`config.mk`:
```
export PLATFORM = sky130hd
export DESIGN_NAME = smfd_datapath
export DESIGN_NICKNAME = d
export VERILOG_FILES = /design/src/design/smfd_pkg.sv /design/src/design/smfd_datapath.sv
export SDC_FILE = /design/constraint.sdc
export NUM_CORES = 2
export LEC_CHECK = 0
export CAP_MARGIN = 20
export CORE_UTILIZATION = 50
export DETAILED_ROUTE_END_ITERATION = 8
export DONT_BUFFER_PORTS = 1
export GPL_TIMING_DRIVEN = 0
export PLACE_DENSITY = 0.64
export SLEW_MARGIN = 20
export SYNTH_ARGS = -nofsm -noshare
export SYNTH_HDL_FRONTEND = slang
export SYNTH_SLANG_ARGS = --single-unit
```
`constraint.sdc`:
```
create_clock -name clock -period 16.21 [get_ports clock]
set_input_delay 4.0525 -clock clock [delete_from_list [all_inputs] [get_ports clock]]
set_output_delay 4.0525 -clock clock [all_outputs]
set_load 0.005 [all_outputs]
```
`src/design/smfd_pkg.sv`:
```
package smfd_pkg;

   localparam int MSG_DEPTH_DEFAULT = 32;
   localparam int CMD_DEPTH_DEFAULT = 32;

   // input command codes
   localparam logic [1:0] CMD_ADD_MSG  = 2'd0;
   localparam logic [1:0] CMD_ADD_CMD  = 2'd1;
   localparam logic [1:0] CMD_FRAME    = 2'd2;
   localparam logic [1:0] CMD_RESERVED = 2'd3;

   // result kinds
   localparam logic [2:0] KIND_INSERT  = 3'd0;
   localparam logic [2:0] KIND_MSG     = 3'd1;
   localparam logic [2:0] KIND_CMD     = 3'd2;
   localparam logic [2:0] KIND_ACK     = 3'd3;
   localparam logic [2:0] KIND_DONE    = 3'd4;
   localparam logic [2:0] KIND_DROPPED = 3'd5;

   // register indexes
   localparam logic [1:0] REG_OWN_SYS   = 2'd0;
   localparam logic [1:0] REG_CMD_FRAME = 2'd1;
   localparam logic [1:0] REG_MSG_LIMIT = 2'd2;
   localparam logic [1:0] REG_CMD_LIMIT = 2'd3;

   typedef struct packed {
      logic [1:0]  command;
      logic [15:0] key_id;
      logic [7:0]  filter_system;
      logic [7:0]  filter_component;
      logic [7:0]  filter_dest_component;
      logic [7:0]  handler_tag;
      logic [7:0]  frame_msg_id;
      logic [7:0]  sender_system;
      logic [7:0]  sender_component;
      logic [15:0] command_number;
      logic [7:0]  dest_system;
      logic [7:0]  dest_component;
   } req_word_type;

   typedef struct packed {
      logic [2:0]  kind;
      logic        ok;
      logic [7:0]  matched_tag;
      logic [4:0]  entry_index;
      logic [15:0] ack_command;
      logic        any_matched;
      logic        last;
   } rsp_word_type;

   // one stored entry; message entries leave tgt unused and id[15:8] zero
   typedef struct packed {
      logic [15:0] id;
      logic [7:0]  sys;
      logic [7:0]  comp;
      logic [7:0]  tgt;
      logic [7:0]  tag;
   } entry_type;

   // controller -> datapath
   typedef struct packed {
      logic load;      // capture request word
      logic sel_cmd;   // operate on command table
      logic rd;        // issue read at pointer
      logic wr_shift;  // write last read entry at pointer+1
      logic wr_new;    // write new entry at pointer
      logic ptr_dec;
      logic ptr_inc;
      logic ptr_zero;
      logic ptr_count; // pointer := count of the table the insert targets
      logic cnt_inc;
   } dp_cmd_type;

   // datapath -> controller
   typedef struct packed {
      logic       msg_full;
      logic       cmd_full;
      logic       ptr_at_zero;
      logic       ptr_at_end;   // pointer == count
      logic       rd_greater;   // registered entry id > key
      logic       rd_match;     // registered entry matches frame
      logic       is_cmd_frame;
      logic       cmd_drop;
      logic       msg_drop;
      logic       own_sender;
      logic [1:0] command;
   } dp_status_type;

endpackage

```
`src/design/smfd_datapath.sv`:
```
module smfd_datapath #(
   parameter int MSG_DEPTH = 32,
   parameter int CMD_DEPTH = 32
) (
   input  logic                  clock,
   input  logic                  reset,
   input  smfd_pkg::req_word_type req_word,
   input  logic                  csr_write,
   input  logic [1:0]            csr_index,
   input  logic [16:0]           csr_data,
   input  smfd_pkg::dp_cmd_type  cmd,
   output smfd_pkg::dp_status_type status,
   output logic [7:0]            rd_tag,
   output logic [4:0]            ptr_index,
   output logic [15:0]           req_cmd_num
);
   import smfd_pkg::*;

   localparam int MW = (MSG_DEPTH > 1) ? $clog2(MSG_DEPTH) : 1;
   localparam int CW = (CMD_DEPTH > 1) ? $clog2(CMD_DEPTH) : 1;
   localparam int PW = 6;

   entry_type msg_mem [MSG_DEPTH];
   entry_type cmd_mem [CMD_DEPTH];

   req_word_type word_ff;
   logic [7:0]  own_ff, cfid_ff;
   logic [8:0]  mlim_ff;
   logic [16:0] clim_ff;
   logic [PW-1:0] mcnt_ff, ccnt_ff, ptr_ff, ptr_in;
   entry_type mrd_ff, crd_ff, rd_e;
   logic [PW-1:0] ptr_p1;
   entry_type new_e;
   logic fs, fc, ft;

   // configuration registers
   always_ff @(posedge clock) begin
      if (reset) begin
         own_ff  <= 8'd1;
         cfid_ff <= 8'd76;
         mlim_ff <= 9'd256;
         clim_ff <= 17'd65536;
      end else if (csr_write) begin
         unique case (csr_index)
            REG_OWN_SYS:   own_ff  <= csr_data[7:0];
            REG_CMD_FRAME: cfid_ff <= csr_data[7:0];
            REG_MSG_LIMIT: mlim_ff <= csr_data[8:0];
            REG_CMD_LIMIT: clim_ff <= csr_data;
            default: ;
         endcase
      end
   end

   always_ff @(posedge clock) begin
      if (cmd.load) word_ff <= req_word;
   end

   // pointer and fill counts
   always_comb begin
      ptr_in = ptr_ff;
      if (cmd.ptr_zero) ptr_in = '0;
      else if (cmd.ptr_count) ptr_in = (word_ff.command == CMD_ADD_CMD) ? ccnt_ff : mcnt_ff;
      else if (cmd.ptr_dec) ptr_in = ptr_ff - 1'b1;
      else if (cmd.ptr_inc) ptr_in = ptr_ff + 1'b1;
   end

   always_ff @(posedge clock) begin
      if (reset) begin
         ptr_ff  <= '0;
         mcnt_ff <= '0;
         ccnt_ff <= '0;
      end else begin
         ptr_ff <= ptr_in;
         if (cmd.cnt_inc && cmd.sel_cmd) ccnt_ff <= ccnt_ff + 1'b1;
         if (cmd.cnt_inc && !cmd.sel_cmd) mcnt_ff <= mcnt_ff + 1'b1;
      end
   end

   assign ptr_p1 = ptr_ff + 1'b1;

   // new entry from captured word
   always_comb begin
      new_e.id   = cmd.sel_cmd ? word_ff.key_id : {8'd0, word_ff.key_id[7:0]};
      new_e.sys  = word_ff.filter_system;
      new_e.comp = word_ff.filter_component;
      new_e.tgt  = cmd.sel_cmd ? word_ff.filter_dest_component : 8'd0;
      new_e.tag  = word_ff.handler_tag;
   end

   // message table memory
   always_ff @(posedge clock) begin
      if (!cmd.sel_cmd && cmd.wr_shift) msg_mem[ptr_p1[MW-1:0]] <= rd_e;
      else if (!cmd.sel_cmd && cmd.wr_new) msg_mem[ptr_ff[MW-1:0]] <= new_e;
      if (cmd.rd) mrd_ff <= msg_mem[ptr_ff[MW-1:0]];
   end

   // command table memory
   always_ff @(posedge clock) begin
      if (cmd.sel_cmd && cmd.wr_shift) cmd_mem[ptr_p1[CW-1:0]] <= rd_e;
      else if (cmd.sel_cmd && cmd.wr_new) cmd_mem[ptr_ff[CW-1:0]] <= new_e;
      if (cmd.rd) crd_ff <= cmd_mem[ptr_ff[CW-1:0]];
   end

   assign rd_e = cmd.sel_cmd ? crd_ff : mrd_ff;

   // read data lags pointer by one; status compares use registered read
   assign fs = (rd_e.sys == 8'd0) || (rd_e.sys == word_ff.sender_system);
   assign fc = (rd_e.comp == 8'd0) || (rd_e.comp == word_ff.sender_component);
   assign ft = (rd_e.tgt == 8'd0) || (rd_e.tgt == word_ff.dest_component);

   always_comb begin
      status.command     = word_ff.command;
      status.msg_full    = (mcnt_ff >= PW'(MSG_DEPTH));
      status.cmd_full    = (ccnt_ff >= PW'(CMD_DEPTH));
      status.ptr_at_zero = (ptr_ff == '0);
      status.ptr_at_end  = (ptr_ff == (cmd.sel_cmd ? ccnt_ff : mcnt_ff));
      status.rd_greater  = cmd.sel_cmd ? (rd_e.id > word_ff.key_id)
                                       : (rd_e.id[7:0] > word_ff.key_id[7:0]);
      status.is_cmd_frame = (word_ff.frame_msg_id == cfid_ff);
      status.cmd_drop    = ({1'b0, word_ff.command_number} >= clim_ff)
                           || !((word_ff.dest_system == own_ff)
                           || (word_ff.dest_system == 8'd0));
      status.msg_drop    = ({1'b0, word_ff.frame_msg_id} >= mlim_ff);
      status.own_sender  = (word_ff.sender_system == own_ff);
      status.rd_match    = cmd.sel_cmd
                           ? ((rd_e.id == word_ff.command_number) && fs && fc && ft)
                           : ((rd_e.id[7:0] == word_ff.frame_msg_id) && fs && fc);
   end

   assign rd_tag      = rd_e.tag;
   assign ptr_index   = 5'(ptr_ff - 1'b1);
   assign req_cmd_num = word_ff.command_number;

endmodule

```
# [Yosys cells after proc, flatten, opt, wreduce, memory -nomap -nowiden]
# Memories as Yosys holds them, arrays and structs flattened. A register that Yosys moved wholly into a read port is not among the register bits.
# Cells that the tools add are included.
[op_classes] addsub=4 reduce_logical=32 eq_ne=13 mux=26 order_cmp=6
[ops] cell="$mux W48" n=3
[ops] cell="$reduce_or A48 Y1" n=2
[ops] cell="$eq A8 B8 Y1" n=7
[ops] cell="$logic_not A8 Y1" n=4
[ops] cell="$mux W6" n=5
[ops] cell="$add A6 B1 Y6 const B" n=3
[ops] cell="$ge A16 B17 Y1" n=1
[ops] cell="$eq A16 B16 Y1" n=1
[ops] cell="$gt A16 B16 Y1" n=1
[ops] cell="$mux W16" n=1
[ops] cell="$mux W1" n=14
[ops] cell="$ge A6 B6 Y1 const B" n=2
[ops] cell="$logic_and A1 B1 Y1" n=11
[ops] cell="$mux W5" n=2
[ops] cell="$ge A8 B9 Y1" n=1
[ops] cell="$gt A8 B8 Y1" n=1
[ops] cell="$mux W8" n=1
[ops] cell="$reduce_and A2 Y1" n=4
[ops] cell="$eq A6 B6 Y1" n=1
[ops] cell="$logic_not A6 Y1" n=1
[ops] cell="$sub A6 B1 Y6 const B" n=1
[ops] cell="$logic_or A1 B1 Y1" n=5
[ops] cell="$eq A2 B1 Y1 const B" n=2
[ops] cell="$eq A2 B2 Y1 const B" n=2
[ops] cell="other kinds (4)" n=5
[word_totals] reg_bits=166 ramBits=3072 n_memories=2 out_inout_bits=41 elab_cells=102 in_bits=138
[mem_list] name="cmd_mem" depth=32 width=48 read_ports=1 rd_ports_with_merged_regs=1 wr=1 line_no="smfd_datapath.sv:24" text="entry_type cmd_mem [CMD_DEPTH];"
[mem_list] name="msg_mem" depth=32 width=48 read_ports=1 rd_ports_with_merged_regs=1 wr=1 line_no="smfd_datapath.sv:23" text="entry_type msg_mem [MSG_DEPTH];"

# [Depth between registers and ports, before layout]
[depth] word_depth=7 depth_mapped=11 depth_no_buf=9

# [Worst setup path after synthesis]
# No wires, ideal clock.
[synth_timing] kind="in2out" from="in cmd[8] in the netlist's numbering" to="out status[7] in the netlist's numbering" required_ns=12.157 n_path_buf=2 cell_stages=9 arrival_ns=6.112 setup_slack_ns=6.046 cell_sequence="clkbuf_1 buf_2 mux2i_1 inv_1 ha_1 nand4_1 or2_2 or3_1 a32o_1"
[synth_lines] item="start: declaration" line_no="smfd_datapath.sv:11" text="input smfd_pkg::dp_cmd_type cmd,"
[synth_lines] item="end: declaration" line_no="smfd_datapath.sv:12" text="output smfd_pkg::dp_status_type status,"

==> out/qor.yml <==
status: "completed"
rsz0062_at_grt: "false"
syn_area_um2: 129000
grt_antenna_before_repair: 37
io_buffers: 0
start_util_pct: 50.3
die_area_um2: 260000
cts_resized: 0
dp_slack_ns: 4.49
worstPathMaxFanout: 10
ctsHoldBuffers: 0
wl_per_cell_um: 37.2
remaining_drc_errors: 0
drt-initial-drc-count: 9336
p_seq_share_pct: 52.1
clkPwrFrac_pct: 40.6
routed_wirelength_um: 376000
yosys_warnings: 0
startpoint_type: "primary input"
power_frac_comb_pct: 7.3
arrival_ns: 7.79
required_ns: 12.16
hpwlAfterDp_um: 257000
p_leak_nw: 47.2
switching_power_mw: 4.27
place_congestion: 0.856
nNetsFinal: 6584
cts_setup_buffers: 0
viasPerCell: 6.49
fin_skew_ns: 0.0632
drt-met1-wl_um: 139000
clock.fmax_ghz: 0.0844
cts_made_buffers: 340
hold_class: "reg2reg"
fill_cells: 17800
grt_pass1_vias: 64800
die_width_um: 510
grt_pass1_wl_um: 515000
avgSynthCellArea_um2: 22.3
finalSetupViolations: 0
die_h_um: 510
synth_top_cell_by_area: "edfxtp_1"
rows: 186
core-area_um2: 257000
cp-end-kind: "output pin"
fin_cells: 10100
period_minus_slack_ns: 11.84
dp.cells: 9441
ant_nets: 0
synth-edff-count: 3274
finalSetupTns_ns: 0
syn-num-nets: 5964
ys_seq_area_share_pct: 77.1
yosys_most_used_dff: "edfxtp_1"
area_growth_pct: 17.5
worst_pin_slew_ns: 1.20
hold_viol_final: 0
yosys-top-cells-area: "edfxtp_1 (76%), mux4_2 (17%), nand2_1 (1.0%)"
top_layer_used: "met5"
slew_headroom_pct: 20.2
grt_max_degree: 107
drv_slew: 0
synth_cell_types: 54
synth_top_area_share_pct: 76.2
routed-wl-met2_um: 177000
firstDrtPassIters: 8
drv_cap: 0
ir_worst_vdd_mv: 0.0927
whs_ns: 0.460
final_common_cell: "edfxtp_1"
io_pins: 179
swShare_pct: 22.6
syn_inst: 5779
cts_sinks: 3334
finalCritPeriodShare_pct: 73.1
worst_slack_ns: 4.37
grt_util_all_layers_pct: 29.1
grt_remaining_overflow: 0
cts_root_buf: "clkbuf_16"
internal-power_mw: 14.7
cts.clk_slew.worst_paths_ns: 0.06
final_layout_size_suffix_gt1_share_pct: 30.8
ys_ff_latch: 3334
crit_type: "in2out"
power_density_nw_per_um2: 125
h-tree-depth: 5
dr_wl_met3_um: 44300
cts_tree: "built"
vias: 65500
clk_latency_ns: 0.91
clockBufferDepth: 4
final_cell_mix: "edfxtp_1 (3274), mux4_2 (960), nand2_1 (360)"
async_flop_share_pct: 0
area by class of cell:
cell class	count	area (um^2)	area share (%)
Sequential cell	3334	99500	65.7
Multi-Input combinational cell	2053	29100	19.2
Clock buffer	427	8960	5.91
Timing Repair Buffer	278	6040	3.98
Tap cell	3384	4230	2.79
Clock inverter	187	1820	1.20
Buffer	315	1540	1.01
Inverter	77	289	0.191
Antenna cell	34	85.1	0.0561
cells by family (layout without fill, tap and decap cells):
group           after synthesis  after routing  share of synthesized area (%)
xor+xnor                     95             95                          0.645
other cells                   0             34                              0
mux                        1033           1033                           17.3
flops                      3334           3334                           77.1
buf+inv                     392           1284                           1.37
compound gates              192            192                          0.870
fa+ha+maj                    47             47                          0.456
simple gates                686            686                           2.20
routing by layer:
| metal | vias up | track usage, % |
|---|---|---|
| met5 | - | 0.640 |
| met1 | 35100 | 39.5 |
| li1 | 25300 | - |
| met3 | 784 | 7.76 |
| met4 | 32 | 11.3 |
| met2 | 4183 | 45.2 |
flip-flops by register name (all words and copies together), names as in the netlist:
name,flops
cmd_mem,1536
msg_mem,1536
word_ff,64
crd_ff,48
mrd_ff,48
new_e,24
clim_ff,17
req_cmd_num,16
mlim_ff,9
cfid_ff,8
own_ff,8
ccnt_ff,6
mcnt_ff,6
ptr_ff,6
status,2
final timing paths:
path | start | to | slack (ns) | cells past startpoint
setup / recovery | cmd[8] | status[6] | 4.37 | 8
hold / removal | mlim_ff[7]$_SDFFE_PP0P_ | mlim_ff[7]$_SDFFE_PP0P_ | 0.46 | 2
setup reg to reg | ptr_ff[0]$_SDFFE_PP0P_ | cmd_mem[9][6]$_DFFE_PP_ | 10.45 | 15
hold reg to reg | mlim_ff[7]$_SDFFE_PP0P_ | mlim_ff[7]$_SDFFE_PP0P_ | 0.46 | 2
worst max-delay path: stages:
cell and delay (ns):
clkbuf_1 0.31, buf_2 0.59, mux2i_2 0.92, xor2_1 0.19
nand4_1 0.12, nor2_2 0.68, o21ai_1 0.20, a2111oi_2 0.69
cells in the mapped netlist (all sizes together), types with 15 or more instances:
master and number:
mux4 960, nand2 360, xnor2 60, a21oi 127, dfxtp 60, inv 77
nand4 26, mux2i 71, edfxtp 3274, xor2 35, clkbuf 150, ha 47
nor2b 15, nor2 216, buf 165
through the flow:
stage	power (mW)	area [um^2]	utilization [%]
floorplan	10.7	129000	-
global route	19.4	152000	59.0
finish	18.9	152000	59.0
CTS	19.0	151000	59.0
global placement	11.2	133000	51.9
detailed placement	11.4	141000	54.8
power by group through the flow:
stage | logic [mW] | clock network (mW) | registers (mW)
2_1_floorplan | 0.712 | 0 | 10.0
3_3_place_gp | 1.15 | 0 | 10.1
3_5_place_dp | 1.37 | 0 | 10.0
4_1_cts | 1.37 | 7.74 | 9.87
5_1_grt | 1.44 | 8.05 | 9.87
6_report | 1.38 | 7.68 | 9.87
No activity file was read; power rests on OpenSTA's default activity.
