--- src/design/smfd_pkg.sv ---
package smfd_pkg;

   localparam int MSG_DEPTH_DEFAULT = 32;
   localparam int CMD_DEPTH_DEFAULT = 32;

   // input command codes
   localparam logic [1:0] CMD_ADD_MSG  = 2'd0;
   localparam logic [1:0] CMD_ADD_CMD  = 2'd1;
   localparam logic [1:0] CMD_FRAME    = 2'd2;
   localparam logic [1:0] CMD_RESERVED = 2'd3;

   // result kinds
   localparam logic [2:0] KIND_INSERT  = 3'd0;
   localparam logic [2:0] KIND_MSG     = 3'd1;
   localparam logic [2:0] KIND_CMD     = 3'd2;
   localparam logic [2:0] KIND_ACK     = 3'd3;
   localparam logic [2:0] KIND_DONE    = 3'd4;
   localparam logic [2:0] KIND_DROPPED = 3'd5;

   // register indexes
   localparam logic [1:0] REG_OWN_SYS   = 2'd0;
   localparam logic [1:0] REG_CMD_FRAME = 2'd1;
   localparam logic [1:0] REG_MSG_LIMIT = 2'd2;
   localparam logic [1:0] REG_CMD_LIMIT = 2'd3;

   typedef struct packed {
      logic [1:0]  command;
      logic [15:0] key_id;
      logic [7:0]  filter_system;
      logic [7:0]  filter_component;
      logic [7:0]  filter_dest_component;
      logic [7:0]  handler_tag;
      logic [7:0]  frame_msg_id;
      logic [7:0]  sender_system;
      logic [7:0]  sender_component;
      logic [15:0] command_number;
      logic [7:0]  dest_system;
      logic [7:0]  dest_component;
   } req_word_type;

   typedef struct packed {
      logic [2:0]  kind;
      logic        ok;
      logic [7:0]  matched_tag;
      logic [4:0]  entry_index;
      logic [15:0] ack_command;
      logic        any_matched;
      logic        last;
   } rsp_word_type;

   // one stored entry; message entries leave tgt unused and id[15:8] zero
   typedef struct packed {
      logic [15:0] id;
      logic [7:0]  sys;
      logic [7:0]  comp;
      logic [7:0]  tgt;
      logic [7:0]  tag;
   } entry_type;

   // controller -> datapath
   typedef struct packed {
      logic load;      // capture request word
      logic sel_cmd;   // operate on command table
      logic rd;        // issue read at pointer
      logic wr_shift;  // write last read entry at pointer+1
      logic wr_new;    // write new entry at pointer
      logic ptr_dec;
      logic ptr_inc;
      logic ptr_zero;
      logic ptr_count; // pointer := count of the table the insert targets
      logic cnt_inc;
   } dp_cmd_type;

   // datapath -> controller
   typedef struct packed {
      logic       msg_full;
      logic       cmd_full;
      logic       ptr_at_zero;
      logic       ptr_at_end;   // pointer == count
      logic       rd_greater;   // registered entry id > key
      logic       rd_match;     // registered entry matches frame
      logic       is_cmd_frame;
      logic       cmd_drop;
      logic       msg_drop;
      logic       own_sender;
      logic [1:0] command;
   } dp_status_type;

endpackage

--- src/design/smfd_ctrl.sv ---
module smfd_ctrl (
   input  logic                    clock,
   input  logic                    reset,
   input  logic                    req_valid,
   output logic                    req_stall,
   output logic                    rsp_valid,
   input  logic                    rsp_stall,
   output smfd_pkg::rsp_word_type  rsp_word,
   output smfd_pkg::dp_cmd_type    cmd,
   input  smfd_pkg::dp_status_type status,
   input  logic [7:0]              rd_tag,
   input  logic [4:0]              ptr_index,
   input  logic [15:0]             req_cmd_num
);
   import smfd_pkg::*;

   localparam logic [2:0] ST_IDLE  = 3'd0;
   localparam logic [2:0] ST_DEC   = 3'd1;
   localparam logic [2:0] ST_INS_R = 3'd2;  // stop at slot zero, else step pointer down
   localparam logic [2:0] ST_INS_C = 3'd3;  // read issued at the decremented pointer
   localparam logic [2:0] ST_SCAN  = 3'd4;  // read issued, pointer advanced
   localparam logic [2:0] ST_SCAN_C = 3'd5;
   localparam logic [2:0] ST_OUT   = 3'd6;
   localparam logic [2:0] ST_TEST  = 3'd7;  // scan test of the read entry

   logic [2:0] state_ff, state_in;
   logic sel_ff, sel_in, any_ff, any_in, fin_ff, fin_in;
   logic ov_ff, ov_in;
   rsp_word_type ow_ff, ow_in;
   rsp_word_type pw_ff, pw_in;  // next result word, staged until the output is free

   assign rsp_valid = ov_ff;
   assign rsp_word  = ow_ff;
   assign req_stall = (state_ff != ST_IDLE);

   function automatic rsp_word_type mk(input logic [2:0] k, input logic okv,
                                       input logic [7:0] t, input logic [4:0] ix,
                                       input logic [15:0] a, input logic am,
                                       input logic ls);
      rsp_word_type r;
      r.kind = k; r.ok = okv; r.matched_tag = t; r.entry_index = ix;
      r.ack_command = a; r.any_matched = am; r.last = ls;
      return r;
   endfunction

   always_comb begin
      logic free;
      logic full;
      free     = !ov_ff || !rsp_stall;
      full     = (status.command == CMD_ADD_CMD) ? status.cmd_full : status.msg_full;
      state_in = state_ff;
      sel_in   = sel_ff;
      any_in   = any_ff;
      fin_in   = fin_ff;
      ov_in    = ov_ff && rsp_stall;
      ow_in    = ow_ff;
      pw_in    = pw_ff;
      cmd      = '0;
      cmd.sel_cmd = sel_ff;
      unique case (state_ff)
         ST_IDLE: begin
            if (req_valid) begin
               cmd.load = 1'b1;
               state_in = ST_DEC;
            end
         end
         ST_DEC: begin
            sel_in = (status.command == CMD_ADD_CMD) ||
                     ((status.command == CMD_FRAME) && status.is_cmd_frame);
            any_in = 1'b0;
            if (status.command == CMD_ADD_MSG || status.command == CMD_ADD_CMD) begin
               if (full) begin
                  pw_in = mk(KIND_INSERT, 1'b0, 8'd0, 5'd0, 16'd0, 1'b0, 1'b1);
                  state_in = ST_OUT;
               end else begin
                  cmd.ptr_count = 1'b1;
                  state_in = ST_INS_R;
               end
            end else if (status.command != CMD_FRAME ||
                         (sel_in && status.cmd_drop) ||
                         (!sel_in && status.msg_drop)) begin
               pw_in = mk(KIND_DROPPED, 1'b0, 8'd0, 5'd0, 16'd0, 1'b0, 1'b1);
               state_in = ST_OUT;
            end else begin
               cmd.ptr_zero = 1'b1;
               state_in = ST_SCAN;
            end
         end
         ST_INS_R: begin
            if (status.ptr_at_zero) begin
               cmd.wr_new  = 1'b1;
               cmd.cnt_inc = 1'b1;
               pw_in = mk(KIND_INSERT, 1'b1, 8'd0, 5'd0, 16'd0, 1'b0, 1'b1);
               state_in = ST_OUT;
            end else begin
               cmd.ptr_dec = 1'b1;
               state_in = ST_INS_C;
            end
         end
         ST_INS_C: begin
            // pointer now j-1; read it this cycle, compare next
            cmd.rd = 1'b1;
            state_in = ST_SCAN_C;
         end
         ST_SCAN_C: begin
            // insert compare phase; pointer = j-1, data valid
            if (status.rd_greater) begin
               cmd.wr_shift = 1'b1;
               state_in = ST_INS_R;
            end else begin
               cmd.ptr_inc = 1'b1;
               state_in = ST_INS_R;
               fin_in = 1'b1;
            end
         end
         ST_SCAN: begin
            // frame scan: read entry at pointer, then test
            if (status.ptr_at_end || status.own_sender) begin
               pw_in = sel_ff ? mk(KIND_ACK, 1'b0, 8'd0, 5'd0, req_cmd_num, any_ff, 1'b1)
                              : mk(KIND_DONE, 1'b0, 8'd0, 5'd0, 16'd0, 1'b0, 1'b1);
               state_in = ST_OUT;
            end else begin
               cmd.rd      = 1'b1;
               cmd.ptr_inc = 1'b1;
               state_in = ST_TEST;
            end
         end
         ST_OUT: begin
            if (free) begin
               ov_in = 1'b1;
               ow_in = pw_ff;
               state_in = pw_ff.last ? ST_IDLE : ST_SCAN;
            end
         end
         ST_TEST: begin
            // scan test: data for entry pointer-1 is valid
            if (status.rd_match) begin
               any_in = 1'b1;
               pw_in = mk(sel_ff ? KIND_CMD : KIND_MSG, 1'b0, rd_tag, ptr_index,
                          16'd0, 1'b0, 1'b0);
               state_in = ST_OUT;
            end else begin
               state_in = ST_SCAN;
            end
         end
      endcase
      // insert path: pointer restored to slot j after a stop
      if (state_ff == ST_INS_R && fin_ff) begin
         cmd = '0;
         cmd.sel_cmd = sel_ff;
         cmd.wr_new  = 1'b1;
         cmd.cnt_inc = 1'b1;
         fin_in = 1'b0;
         pw_in = mk(KIND_INSERT, 1'b1, 8'd0, 5'd0, 16'd0, 1'b0, 1'b1);
         state_in = ST_OUT;
      end
   end

   always_ff @(posedge clock) begin
      if (reset) begin
         state_ff <= ST_IDLE;
         ov_ff    <= 1'b0;
         sel_ff   <= 1'b0;
         any_ff   <= 1'b0;
         fin_ff   <= 1'b0;
      end else begin
         state_ff <= state_in;
         ov_ff    <= ov_in;
         sel_ff   <= sel_in;
         any_ff   <= any_in;
         fin_ff   <= fin_in;
      end
   end

   always_ff @(posedge clock) begin
      ow_ff <= ow_in;
      pw_ff <= pw_in;
   end

endmodule

--- config.mk ---
export PLATFORM = sky130hd
export DESIGN_NAME = smfd_ctrl
export DESIGN_NICKNAME = d
export VERILOG_FILES = /design/src/design/smfd_pkg.sv /design/src/design/smfd_ctrl.sv
export SDC_FILE = /design/constraint.sdc
export NUM_CORES = 1
export LEC_CHECK = 0
export ABC_AREA = 1
export BUFFER_PORTS_ARGS = -buffer_cell sky130_fd_sc_hd__clkbuf_2
export CAP_MARGIN = 10
export CORE_MARGIN = 1
export CORE_UTILIZATION = 40
export DETAILED_ROUTE_END_ITERATION = 6
export GPL_TIMING_DRIVEN = 1
export PLACE_DENSITY_LB_ADDON = 0.15
export SETUP_SLACK_MARGIN = 0.3
export SLEW_MARGIN = 20
export SYNTH_ARGS = -nofsm -noshare
export SYNTH_HDL_FRONTEND = slang
export SYNTH_SLANG_ARGS = --single-unit
--- constraint.sdc ---
create_clock -name clock -period 3.3 [get_ports clock]
set_input_delay 0 -clock clock [delete_from_list [all_inputs] [get_ports clock]]
set_output_delay 0 -clock clock [all_outputs]
set_load 0.005 [all_outputs]
* After elaboration in Yosys (flattened, before gate mapping)
Index checks and enable logic that the tools add are counted.
** Word-level totals
- Flip-flop bits (word level) :: 77
- Word-level logic and storage cells :: 109
** Cells by class
- Eq/ne operators :: 19
- Multiplexer cells :: 43
- Bitwise gates (word level) :: 1
- Reductions and logical operators :: 26
** Operator list (number)
- $mux W35 :: 7
- $pmux W35 S4 :: 1
- $pmux W3 S8 :: 1
- $mux W3 :: 7
- $mux W1 :: 18
- $eq A3 B3 Y1 const B :: 4
- $ne A2 B2 Y1 const B :: 6
- $ne A3 B3 Y1 const B :: 4
- $mux W10 :: 1
- $mux W2 :: 5
- $reduce_and A2 Y1 :: 5
- $eq A3 B2 Y1 const B :: 2
- $logic_or A1 B1 Y1 :: 6
- $pmux W1 S2 :: 3
- $reduce_and A6 Y1 :: 1
- $logic_and A1 B1 Y1 :: 5
- $reduce_bool A4 Y1 :: 1
- $eq A3 B1 Y1 const B :: 1
- $logic_not A1 Y1 :: 3
- $logic_not A3 Y1 :: 1
- $reduce_bool A3 Y1 :: 1
- $eq A2 B1 Y1 const B :: 1
- $eq A2 B2 Y1 const B :: 1
- $logic_not A2 Y1 :: 1
- 3 further kinds :: 3

* Logic depth before layout (Yosys ltp)
- Depth in word-level cells :: 10
- Mapped depth :: 12
- Depth with buffers taken out :: 10

* Least setup slack after synthesis
No wires, ideal clock.
- Path kind :: register -> register
- Start point :: reg state_ff[1]
- End point :: reg ow_ff, in the netlist rsp_word[0] (enable)
- Arrival :: 2181 ps
- Required time :: 2873 ps
- Slack :: 692 ps
- Stages on the path, launching flop included :: 6
- Buffers on the path :: 1
- Clock period less this slack :: 2608 ps
- Cell sequence :: dfxtp_1 buf_6 inv_2 nor2_1 nand2_1 nor2_1
** On the way
- Longest elaborated chain between the ends :: 2
** Ends and longest elaborated chain
- start, declared :: line smfd_ctrl.sv:26 : logic [2:0] state_ff, state_in;
- start signal, assigned :: line smfd_ctrl.sv:167 : state_ff <= state_in;
- $eq A3 B3 Y1 :: line smfd_ctrl.sv:60 : unique case (state_ff)
- $reduce_and A2 Y1 (no source line)
- end signal, assigned :: line smfd_ctrl.sv:176 : ow_ff <= ow_in;
- end, declared :: line smfd_ctrl.sv:29 : rsp_word_type ow_ff, ow_in;
No other way between the ends.
A chain may end at the register's enable or synchronous reset.

* Final worst setup path
- Start point :: reg state_ff[2]
- End point :: reg pw_ff[9] (netlist name)
** On the way
- Longest elaborated chain between the ends :: 3
** Ends and longest elaborated chain
- $eq A3 B1 Y1, or another cell as far along :: line smfd_ctrl.sv:60
- $ne A3 B3 Y1 (no source line), or another cell as far along
- $reduce_and A6 Y1 (no source line)
- end signal, assigned :: line smfd_ctrl.sv:177 : pw_ff <= pw_in;
- end, declared :: line smfd_ctrl.sv:30 : rsp_word_type pw_ff, pw_in;
Parallel ways exist; a longest one is shown, timed or not.

==> results.cfg <==
[outcome]
run_status = finished, final reports clean

[pwr]
power.internal_mw = 2.29
swShare_pct = 41.1
seq_power_share_pct = 40.2
peakVddDrop_uv = 534
clock_power_share_pct = 15.4
p_switching_mw = 1.60
powerDensity_mw_per_mm2 = 946
p_total_mw = 3.89
combPwrFrac_pct = 44.3
p_leak_nw = 2.05

[setup_path]
slowest_stage = nor2_4
slowest_delay_ns = 0.69
crit_path_end_kind = flop
worstSetupPathType = reg -> reg
r2r_start = state_ff[2]$_SDFFE_PP0P_
regToRegSetupSlack_ns = 0.98
setup.worst_path.start = state_ff[2]$_SDFFE_PP0P_
cp.required_ns = 3.53
path_cells = inv_2, nand2_1, nand2_1, nand2_2, nand3_2, nor2_4, nand2_1, nand2_1, nor2_1
critPathLaunchType = flop
path_max_fanout = 43
crit_top_cell = nand2_1
arrival_ns = 2.55

[worst_hold_path]
hold_start = rd_tag[0]
hold_class = in -> reg

[flow_run]
drv_cap = 0

[clock_network]
numCtsBuffers = 9
path_clk_slew_ns = 0.08
cts_tree = done
root_buffer = clkbuf_8
htreeDepth = 3
clk_latency_ns = 0.33
clk_path_buf_depth = 2
clock-sinks = 77

[die]
die_area_sq_mm = 0.00846
initial_core_util_pct = 41.7
fp.dieW_microns = 92.0
fp-row-count = 32
die_h_microns = 92.0
coreArea_sq_mm = 0.00777
num_io_pins = 92

[timing]
setup_viol = 0
fin_hold_ws_ns = 0.0184
fin_crit_sh_pct = 70.3
hold_viol = 0
fmax_mhz = 431
maxSlewHeadroom_pct = 42.3
finalCriticalPeriod_ns = 2.32
finalClockSkew_ns = 0.00407
timing.final.ws_setup_ns = 0.979
report.final.slew_viol_count = 0
setup_tns_ns = 0
tightest_slew_ns = 0.864
rsz0062_at_grt = false

[logic_synthesis]
yosysSeqAreaShare_pct = 58.4
synth_top_area_cell = edfxtp_1
syn_avg_cell_area_sq_um = 8.41
synth_area_leaders = edfxtp_1 32%, dfxtp_1 26%, nand2_1 15%
syn_inst = 385
synth_warnings = 0
synth_nets = 430
yosysTopAreaCellShare_pct = 32.5
netlist_area_sq_mm = 0.00324
synth.distinct_cells = 22
ys_ff_latch = 77

[drt]
drt_wl_total_microns = 7070
wl_met3_microns = 370
via_per_inst = 4.45
vias = 2680
drcViolationCount = 0
wl_met1_microns = 3360
detail-route-antenna-nets = 0
drtPass1Iterations = 4
top_layer = met4
drt_iter0_drc = 86
route.met2.wl_microns = 3250
routedWlPerCell_microns = 11.7

[grt]
gr-total-overflow = 0
grt_first_pass_wirelength_microns = 11300
grt_max_degree = 44
first_global_vias = 2471
grt_usage_pct = 17.2
antenna_found_initial = 0

[place]
port_buffers = 91
dp_hpwl_microns = 4880
place.gp.congestion = 0.810
place_ws_ns = 1.00

[finish]
fin_nets = 540
layout-drive-gt1-share_pct = 23.8
n_antenna_cell = 0
syn_to_final_growth_pct = 26.8
[critical path, delay by kind of cell (launching register included)]
kind,cells,cell delay [ns]
simple gates,8,1.46
flops,1,0.63
buf+inv,1,0.13
[cell usage after synthesis]
cell type / instances
nand3_1: 14
a311oi_1: 1
clkbuf_1: 2
dfxtp_1: 42
inv_1: 34
nand2_1: 132
nor2_4: 2
a31oi_1: 1
nand4_1: 12
a21oi_1: 5
clkinv_1: 1
inv_2: 3
buf_6: 7
o21ai_0: 6
nor3_1: 5
buf_2: 6
nor2_2: 2
nor2_1: 67
nand2_2: 2
buf_4: 3
edfxtp_1: 35
nand3_2: 3
[routing by layer]
layer  vias to the layer above  GRT usage (%)
met1                      1161           22.1
met5                         -              0
met3                         9           4.48
met2                        84           28.2
met4                         0           5.21
li1                       1426              -
[sequential cells by signal, indices dropped and copies added (netlist names)]
name,flops
any_ff,1
pw_ff,35
state_ff,3
fin_ff,1
rsp_valid,1
sel_ff,1
rsp_word,35
[stage by stage]
step	util [%]	cells	cell area, sq um
finish	52.9	602	4110
global route	52.9	602	4110
global placement	47.7	562	3700
detailed placement	47.7	562	3700
floorplan	-	385	3240
CTS	52.9	602	4110
[final cells by class]
class                           count  area, sq um
Inverter                           38          143
Multi-Input combinational cell    252         1070
Tap cell                          102          128
Clock buffer                       12          135
Sequential cell                    77         1890
Clock inverter                      4         25.0
Timing Repair Buffer              117          711
Fill cell                         766         3660
[path summary, 6_finish.rpt]
kind | endpoint | depth (start not counted)
setup / recovery | pw_ff[9]$_SDFFE_PP0P_ | 9
hold / removal | pw_ff[23]$_SDFFE_PP0P_ | 5
setup reg to reg | pw_ff[9]$_SDFFE_PP0P_ | 9
hold reg to reg | rsp_word[9]$_DFFE_PP_ | 0
[layout by cell type (no fill, tap or decap)]
master / synthesis / final
clkinvlp_4: 0 / 2
clkbuf_2: 0 / 91
edfxtp_1: 35 / 35
nor3_1: 5 / 5
inv_2: 3 / 3
clkbuf_8: 0 / 9
nor2_4: 2 / 3
clkinv_2: 0 / 2
a311oi_1: 1 / 1
nand2_2: 2 / 2
nand3_2: 3 / 3
nand4_1: 12 / 12
dlygate4sd3_1: 0 / 24
nor2_2: 2 / 2
o21ai_0: 6 / 6
nand2_1: 132 / 132
buf_4: 3 / 2
clkinv_1: 1 / 1
inv_1: 34 / 34
a31oi_1: 1 / 1
nand3_1: 14 / 14
clkbuf_1: 2 / 3
dfxtp_1: 42 / 42
a21oi_1: 5 / 5
nor2_1: 67 / 66
[power by group through the flow]
stage	Combinational (mW)	Sequential [mW]	Clock, mW
after floorplan	1.56	1.52	0
after global placement	1.65	1.57	0
after detailed placement	1.69	1.58	0
after CTS	1.73	1.56	0.617
after global routing	2.04	1.60	0.653
final	1.72	1.56	0.600
[repair_timing]
item / in CTS / in global routing
hold buffers: 24 / 0
resized for setup: 0 / 0
endpoints found under the hold margin: 24 / 0
setup buffers: 0 / 0
[cell families (layout without fill, tap and decap cells)]
group / count (synthesis) / after routing / synth area share [%]
flops: 77 / 77 / 58.4
simple gates: 239 / 239 / 30.7
buf+inv: 56 / 171 / 8.69
compound gates: 13 / 13 / 2.16
Power figures use the tool's default switching activity.
